==> src/hw/rtl/oss_pkg.sv <==
`timescale 1ns / 1ps
`default_nettype none

package oss_pkg;

    localparam int OSS_CAPACITY = 16;
    localparam int KIND_W       = 2;
    localparam int VALUE_W      = 32;
    localparam int COUNT_OUT_W  = 5;

    typedef logic [KIND_W-1:0]         kind_t;
    typedef logic signed [VALUE_W-1:0] value_t;

    localparam kind_t KIND_ADD    = 2'd0;
    localparam kind_t KIND_REMOVE = 2'd1;
    localparam kind_t KIND_QUERY  = 2'd2;
    localparam kind_t KIND_CLEAR  = 2'd3;

endpackage

`default_nettype wire

==> src/hw/rtl/oss_mem.sv <==
`timescale 1ns / 1ps
`default_nettype none

module oss_mem
    import oss_pkg::*;
#(
    parameter int DEPTH = OSS_CAPACITY,
    parameter int AW    = (DEPTH > 1) ? $clog2(DEPTH) : 1
) (
    input  wire logic          clk,
    input  wire logic          wr_en,
    input  wire logic [AW-1:0] wr_addr,
    input  wire value_t        wr_data,
    input  wire logic [AW-1:0] rd_addr,
    output value_t             rd_data
);

    value_t mem_array [0:DEPTH-1];
    value_t rd_data_reg;

    always_ff @(posedge clk)
    begin
        if (wr_en)
        begin
            mem_array[wr_addr] <= wr_data;
        end
    end

    always_ff @(posedge clk)
    begin
        rd_data_reg <= mem_array[rd_addr];
    end

    assign rd_data = rd_data_reg;

endmodule

`default_nettype wire

==> src/hw/rtl/ordered_set_store_core.sv <==
// channel   signals                              handshake
// command   kind, value                          accepted when start high and busy low
// result    success, member_count, full_reject   one beat, valid while done is high
//
// clear: busy stays low, result beat in the cycle after the accepting edge
// lookup: a registered read, then a compare, for each entry compared; an absent value ends in a last read step
// remove: each entry behind the removed one moves down by a read and a write; a last read step ends it
// result beat in the same cycle that busy falls; reset clears the count and the control state
// entry memory is not cleared; the receiver cannot stall: each result beat shows for one cycle
`timescale 1ns / 1ps
`default_nettype none

module ordered_set_store_core
    import oss_pkg::*;
#(
    parameter int CAPACITY = OSS_CAPACITY
) (
    input  wire logic                   clk,
    input  wire logic                   rst_n,
    input  wire logic                   start,
    output logic                        busy,
    input  wire kind_t                  kind,
    input  wire value_t                 value,
    output logic                        done,
    output logic                        success,
    output logic [COUNT_OUT_W-1:0]      member_count,
    output logic                        full_reject
);

    localparam int AW = (CAPACITY > 1) ? $clog2(CAPACITY) : 1;
    localparam int CW = $clog2(CAPACITY + 1);
    localparam logic [CW-1:0] CAP_C = CW'(CAPACITY);

    localparam logic [2:0] S_IDLE     = 3'd0;
    localparam logic [2:0] S_READ     = 3'd1;
    localparam logic [2:0] S_CMP      = 3'd2;
    localparam logic [2:0] S_SHIFT_RD = 3'd3;
    localparam logic [2:0] S_SHIFT_WR = 3'd4;

    logic [2:0]             state_reg, state_next;
    logic [CW-1:0]          count_reg, count_next;
    logic [CW-1:0]          idx_reg, idx_next;
    logic [CW-1:0]          idx_inc;
    kind_t                  kind_reg, kind_next;
    value_t                 value_reg, value_next;
    logic                   done_reg, done_next;
    logic                   success_reg, success_next;
    logic                   reject_reg, reject_next;
    logic [COUNT_OUT_W-1:0] member_count_reg, member_count_next;
    logic [CW+COUNT_OUT_W-1:0] count_wide;

    logic          mem_wr_en;
    logic [AW-1:0] mem_wr_addr;
    value_t        mem_wr_data;
    logic [AW-1:0] mem_rd_addr;
    value_t        mem_rd_data;

    oss_mem #(
        .DEPTH (CAPACITY),
        .AW    (AW)
    ) u_mem (
        .clk     (clk),
        .wr_en   (mem_wr_en),
        .wr_addr (mem_wr_addr),
        .wr_data (mem_wr_data),
        .rd_addr (mem_rd_addr),
        .rd_data (mem_rd_data)
    );

    assign idx_inc = idx_reg + 1'b1;

    always_comb
    begin
        state_next   = state_reg;
        count_next   = count_reg;
        idx_next     = idx_reg;
        kind_next    = kind_reg;
        value_next   = value_reg;
        done_next    = 1'b0;
        success_next = success_reg;
        reject_next  = reject_reg;
        mem_wr_en    = 1'b0;
        mem_wr_addr  = idx_reg[AW-1:0];
        mem_wr_data  = value_reg;
        mem_rd_addr  = idx_reg[AW-1:0];

        unique case (state_reg)
            S_IDLE:
            begin
                if (start)
                begin
                    kind_next  = kind;
                    value_next = value;
                    idx_next   = '0;
                    if (kind == KIND_CLEAR)
                    begin
                        count_next   = '0;
                        done_next    = 1'b1;
                        success_next = 1'b0;
                        reject_next  = 1'b0;
                    end
                    else
                    begin
                        state_next = S_READ;
                    end
                end
            end
            S_READ:
            begin
                if (idx_reg == count_reg)
                begin
                    // value absent
                    state_next   = S_IDLE;
                    done_next    = 1'b1;
                    success_next = 1'b0;
                    reject_next  = 1'b0;
                    if (kind_reg == KIND_ADD)
                    begin
                        if (count_reg == CAP_C)
                        begin
                            reject_next = 1'b1;
                        end
                        else
                        begin
                            mem_wr_en    = 1'b1;
                            mem_wr_addr  = count_reg[AW-1:0];
                            count_next   = count_reg + 1'b1;
                            success_next = 1'b1;
                        end
                    end
                end
                else
                begin
                    state_next = S_CMP;
                end
            end
            S_CMP:
            begin
                if (mem_rd_data == value_reg)
                begin
                    if (kind_reg == KIND_REMOVE)
                    begin
                        state_next = S_SHIFT_RD;
                    end
                    else
                    begin
                        state_next   = S_IDLE;
                        done_next    = 1'b1;
                        success_next = (kind_reg == KIND_QUERY);
                        reject_next  = 1'b0;
                    end
                end
                else
                begin
                    idx_next   = idx_inc;
                    state_next = S_READ;
                end
            end
            S_SHIFT_RD:
            begin
                mem_rd_addr = idx_inc[AW-1:0];
                if (idx_inc == count_reg)
                begin
                    count_next   = count_reg - 1'b1;
                    state_next   = S_IDLE;
                    done_next    = 1'b1;
                    success_next = 1'b1;
                    reject_next  = 1'b0;
                end
                else
                begin
                    state_next = S_SHIFT_WR;
                end
            end
            S_SHIFT_WR:
            begin
                mem_wr_en   = 1'b1;
                mem_wr_addr = idx_reg[AW-1:0];
                mem_wr_data = mem_rd_data;
                idx_next    = idx_inc;
                state_next  = S_SHIFT_RD;
            end
            default:
            begin
                state_next = S_IDLE;
            end
        endcase
    end

    assign count_wide        = {{COUNT_OUT_W{1'b0}}, count_next};
    assign member_count_next = count_wide[COUNT_OUT_W-1:0];

    always_ff @(posedge clk or negedge rst_n)
    begin
        if (!rst_n)
        begin
            state_reg <= S_IDLE;
            count_reg <= '0;
            done_reg  <= 1'b0;
        end
        else
        begin
            state_reg <= state_next;
            count_reg <= count_next;
            done_reg  <= done_next;
        end
    end

    always_ff @(posedge clk)
    begin
        idx_reg          <= idx_next;
        kind_reg         <= kind_next;
        value_reg        <= value_next;
        success_reg      <= success_next;
        reject_reg       <= reject_next;
        member_count_reg <= member_count_next;
    end

    assign busy         = (state_reg != S_IDLE);
    assign done         = done_reg;
    assign success      = success_reg;
    assign full_reject  = reject_reg;
    assign member_count = member_count_reg;

endmodule

`default_nettype wire

==> config.mk <==
export PLATFORM = sky130hd
export DESIGN_NAME = ordered_set_store_core
export DESIGN_NICKNAME = d
export VERILOG_FILES = /design/src/hw/rtl/oss_pkg.sv /design/src/hw/rtl/oss_mem.sv /design/src/hw/rtl/ordered_set_store_core.sv
export SDC_FILE = /design/constraint.sdc
export NUM_CORES = 1
export LEC_CHECK = 0
export BUFFER_PORTS_ARGS = -buffer_cell sky130_fd_sc_hd__buf_2
export CAP_MARGIN = 10
export CORE_ASPECT_RATIO = 0.7
export CORE_UTILIZATION = 30
export CTS_BUF_LIST = sky130_fd_sc_hd__clkbuf_4 sky130_fd_sc_hd__clkbuf_8
export CTS_CLUSTER_SIZE = 14
export DETAILED_ROUTE_END_ITERATION = 12
export SLEW_MARGIN = 30
export SYNTH_ARGS = -nofsm -noshare
export SYNTH_HDL_FRONTEND = slang
export SYNTH_HIERARCHICAL = 1
export SYNTH_SLANG_ARGS = --single-unit
==> constraint.sdc <==
create_clock -name clk -period 4.3 [get_ports clk]
set_input_delay 0.43 -clock clk [delete_from_list [all_inputs] [get_ports clk]]
set_output_delay 0.43 -clock clk [all_outputs]
set_load 0.02 [all_outputs]
Word-level counts from Yosys, hierarchy flattened
Memory sizes are Yosys's and may differ from the RTL's. A register that Yosys moved wholly into a read port is not among the register bits. Cells that the tools add are included. W data, S select, Z words.

Input port bits: 37. Latch bits: 0. Register bits after elaboration: 55. Bits in writable memories: 512. Output and inout bits: 9. Memory bits (read-only): 0. Memories: 1. Logic and storage cells: 91.

Memory list: u_mem.mem_array (depth 16, bits a word 32, rd ports 1, clocked after Yosys merged registers in 1, write ports 1, line oss_mem.sv:18) `value_t mem_array [0:DEPTH-1];`.

Div/mod/pow operators: 0. Order comparisons: 0. Muxes and demuxes: 50. Shift-type cells: 0. $add $sub $neg: 3. Multipliers: 0. Reduce and logical (&&, ||, !) cells: 9. Equality and inequality tests: 19. Bitwise operators: 0.

Operators with widths (count): $mux W5 (8); $eq A32 B32 Y1 (1); $mux W32 (1); $pmux W5 S3 (2); $mux W1 (23); $mux W4 (5); $ne A2 B2 Y1 const B (8); $pmux W3 S5 (1); $mux W3 (4); $pmux W1 S4 (3); $add A5 B1 Y5 const B (2); $eq A5 B5 Y1 (2); $reduce_and A7 Y1 (1); $eq A3 B2 Y1 const B (2); $reduce_bool A3 Y1 (2); $eq A5 B5 Y1 const B (1); $sub A5 B1 Y5 const B (1); $eq A2 B2 Y1 const B (2); $mux W2 (2); $reduce_and A2 Y1 (2); $reduce_bool A4 Y1 (1); $eq A3 B1 Y1 const B (1); $eq A3 B3 Y1 const B (1); $logic_not A3 Y1 (1); 4 further kinds (4).

Depth between registers and ports, before layout
Word-level depth: 7. Mapped depth: 10. Mapped depth without buffers: 7.

Modules after synthesis
The synthesis kept the hierarchy.

By module, submodules not included: oss_mem (sequential area each 16015.4 um^2, area an instance 19835.3 um^2, cells each 838, times used 1); ordered_set_store_core (sequential area each 1556.5 um^2, area an instance 3340.7 um^2, cells each 279, times used 1).

Least setup slack after synthesis
No wires, ideal clock.

Kind: reg2reg. Start: register idx_reg[0]. End: memory u_mem/mem_array[0][0] (netlist name), enable pin. Arrival time: 4.218 ns. Stages on the path, launching flop included: 7. Buffers on the path: 0. Clock period less this slack: 4.679 ns. Slack: -0.379 ns. Required time: 3.839 ns. Library setup time: 0.461 ns. Cell sequence: edfxtp_1 xor2_2 nor3_2 and4_1 or2_1 or3b_2 nor3_1.

Cells in the longest elaborated chain, start to end: 5. Elaborated cells between the ends (all ways): 9. Classes of those cells: 1 x eq/ne; 8 x mux.

RTL lines: start, declared (line ordered_set_store_core.sv:42) `logic [CW-1:0] idx_reg, idx_next;`; start signal, assigned (line ordered_set_store_core.sv:211) `idx_reg <= idx_next;`; $eq A5 B5 Y1 (line ordered_set_store_core.sv:110) `if (idx_reg == count_reg)`; $mux W1 (line ordered_set_store_core.sv:110); $pmux W1 S2 (line ordered_set_store_core.sv:87) `unique case (state_reg)`; via mem_wr_en (line ordered_set_store_core.sv:52) `logic mem_wr_en;`; $mux W1 (line oss_mem.sv:23) `if (wr_en)`; $mux W1 (implied by the code) (line oss_mem.sv:25) `mem_array[wr_addr] <= wr_data;`; end, declared (line oss_mem.sv:18).

The timed path passes the listed nets, and every way through them passes these cells.

Worst setup path in the final report
Start: register state_reg[1]. End: memory u_mem/mem_array[0][3] (netlist name), enable pin.

Cells in the longest elaborated chain, start to end: 4. Elaborated cells between the ends (all ways): 6. Classes of those cells: 2 x eq/ne; 4 x mux.

RTL lines: start, declared (line ordered_set_store_core.sv:40) `logic [2:0] state_reg, state_next;`; start signal, assigned (line ordered_set_store_core.sv:203) `state_reg <= state_next;`; $eq A3 B3 Y1 or $eq A3 B1 Y1 (tied branches) (line ordered_set_store_core.sv:87); $pmux W1 S2 * (line ordered_set_store_core.sv:87); via mem_wr_en (line ordered_set_store_core.sv:52); $mux W1 * (line oss_mem.sv:23); $mux W1 (implied by the code) * (line oss_mem.sv:25).

Mark *: on every way through the listed nets, which the timed path passes. The rest lies on a longest branch.

==> impl_results.md <==
- Outcome: complete, no violations
- CP required: around 4.6 ns
- Commonest non-fill, non-tap cells in the layout: 553 x edfxtp_1, 128 x mux4_2, 96 x clkbuf_8, 66 x a22oi_1, 45 x buf_2
- CTS buffer count: 87
- Share of layout cells above drive strength 1: 31.6%
- Drt via density: 4.74
- I/O pin total: 46
- DRT antenna net count: 0
- Area Overhead vs Synth: 16.7%
- VDD IR max: approximately 550 uV
- Initial antenna violation count: 1
- Final HPWL DP: approximately 30000 microns
- DIE HEIGHT: ~230 microns
- Initial Util: between 30% and 40%
- Max reg flops: a little over 500
- Post-route DRC: 0
- Worst Max-Slew Pin Slew: between 0.8 and 0.9 ns
- Post-CTS Setup Inserts: 0
- Post-synthesis area per instance: a little over 20 sq um
- Final period util: approximately four fifths
- FF+latch count, synth: 599
- Arr. time, crit path: between 3 and 4 ns
- Tmin final: approximately 3.4 ns
- R2r setup slk: about 0.86 ns
- Largest net degree at the start of global routing: 89
- Latest clock arrival within the worst-skew pair: approximately 0.66 ns
- Sequential fraction of the synthesis area: 75.8%
- Longest Clk Path Bufs: 3
- Setup Crit Path Kind: flip-flop to flip-flop
- Syn_nets: 1158
- Pleak: between 8 and 9 nW
- Worst slack, placed: roughly 0.86 ns
- Fraction of registers with async set/reset: 1.50%
- Post-Place Cell Area: 24900 sq um
- First-pass GRT wire length: ~76000 microns
- Final hold viol count: 0
- Final nets: 1300
- WL final: about 50000 microns
- EDFF count, synth: 553
- RSZ-0062 raised after global routing: no
- Worst r2r src: state_reg[1]
- Buffers on Ports: 45
- Antenna cells: 0
- Vias in the first global route: roughly 12000
- Final setup vio count: 0
- Initial DRC Count: about 1000
- Min-delay worst type: input port to flip-flop
- Crit. Startpoint: state_reg[1]
- Pwr/cell area: about 670 nW/um^2
- Final setup TNS: 0 ns
- First drt pass iteration count: 7
- Synth Warn #: 6
- Post-synthesis cell type count: 67
- Clk_skew: 0.0236 ns
- Fin area: 27000 sq um
- Top FF cell, synth: edfxtp_1
- Final hold slack: between 0.04 and 0.05 ns
- Clock slew at reported path FFs: 0.06 ns
- Crit. End Element: flip-flop
- TritonCTS Sinks: approximately 600
- Max FO, Critical Path: 32
- Synth Cell Area: approximately 23000 sq um
- Hold Path Origin: value[18]
- Post-Syn Instances: approximately 1100
- Startpoint Class: flip-flop
- Root Buffer: clkbuf_8
- Via Count: approximately 11000
- Max Transition Viols Final: 0
- GPL Wtd Cong: ~0.73
- Max-Slew Margin vs Limit: between 40% and 50%
- Commonest non-fill, non-tap cell in the layout: edfxtp_1
- Die area: approximately 80000 sq um
- TritonCTS clock tree: done
- Core Area: 75800 sq um
- Site row count: 84
- Chip width: ~330 microns
- GR Util All Layers: a little over an eighth
- GR Overflow Total: 0
- Max Clk Rate: 290 MHz
- Drt wl/cell: approximately 21 microns
- H-tree depth: 3
- Final worst slack: 0.857 ns
- Max Cap Viol: 0
-- what timing repair did --
| action | in CTS | in global routing |
|---|---|---|
| endpoints found under the hold margin | 42 | 0 |
| hold buffers | 34 | 0 |
| endpoints found under the setup margin | 0 | 0 |
| gates resized for setup | 0 | 0 |
-- cell usage after synthesis (9+ instances only) --
library cell,number,area [sq um]
edfxtp_1,553,16600
mux4_2,128,2880
a22oi_1,66,495
nand2_1,40,150
dfxtp_1,37,741
xor2_1,37,324
nor2_1,28,105
mux2_2,24,270
clkbuf_1,23,86.3
a21oi_1,12,60.1
buf_2,11,55.1
buf_4,11,82.6
buf_1,10,37.5
dfrtp_1,9,225
nor4_1,9,56.3
-- area by class of cell --
cell class              count  area, sq um
fillers                  6978        48700
clock buffers             129         1570
multi-input cells         451         5430
repair buffers            115          938
well taps                1032         1290
clock inverters            32          223
flip-flops and latches    599        17600
inverters                   5         18.8
-- critical path, cell delays in order, from the launching register on --
cell,delay (ns)
dfrtp_1,0.55
or3b_4,0.49
nor3_2,0.24
and4_1,0.27
or2_1,0.21
or3b_2,0.60
nor3_4,0.14
buf_4,0.54
-- metrics by stage --
| step | total power, mW | cells | utilization (%) |
|---|---|---|---|
| 6_report | 18.2 | 2363 | 35.7 |
| 5_1_grt | 19.1 | 2363 | 35.7 |
| 4_1_cts | 18.4 | 2363 | 35.7 |
| 3_5_place_dp | 13.7 | 2168 | 32.9 |
| 3_3_place_gp | 13.5 | 2166 | 32.8 |
| 2_1_floorplan | 11.9 | 1117 | - |
-- report_power, final --
group | internal [mW] | switching, mW | leakage (nW)
clock network | 2.52 | 2.15 | 0.951
logic | 2.52 | 3.37 | 2.25
registers | 7.25 | 0.337 | 5.42
total | 12.3 | 5.86 | 8.62
-- metal layers --
metal	track usage [%]	wire length (microns)	vias up
li1	-	-	4907
met1	18.4	23400	5946
met2	20.3	23500	283
met3	3.48	3070	65
met4	3.41	843	0
met5	0	0	-
-- cell families after synthesis --
kind of cell / count (synthesis) / share of synthesized area [%]
compound gates: 106 / 3.36
xor+xnor: 47 / 1.95
fa+ha+maj: 4 / 0.216
buf+inv: 67 / 1.59
flops: 599 / 75.8
mux: 160 / 14.0
simple gates: 134 / 3.06
-- path summary, 6_finish.rpt --
| path | to | depth (start not counted) |
|---|---|---|
| max | u_mem/mem_array[0][3] | 7 |
| min | value_reg[18] | 1 |
| max reg2reg | u_mem/mem_array[0][3] | 7 |
| min reg2reg | full_reject | 1 |
| max in group asynchronous | count_reg[2] | 2 |
| min in group asynchronous | count_reg[3] | 2 |
Power figures use the tool's default switching activity.
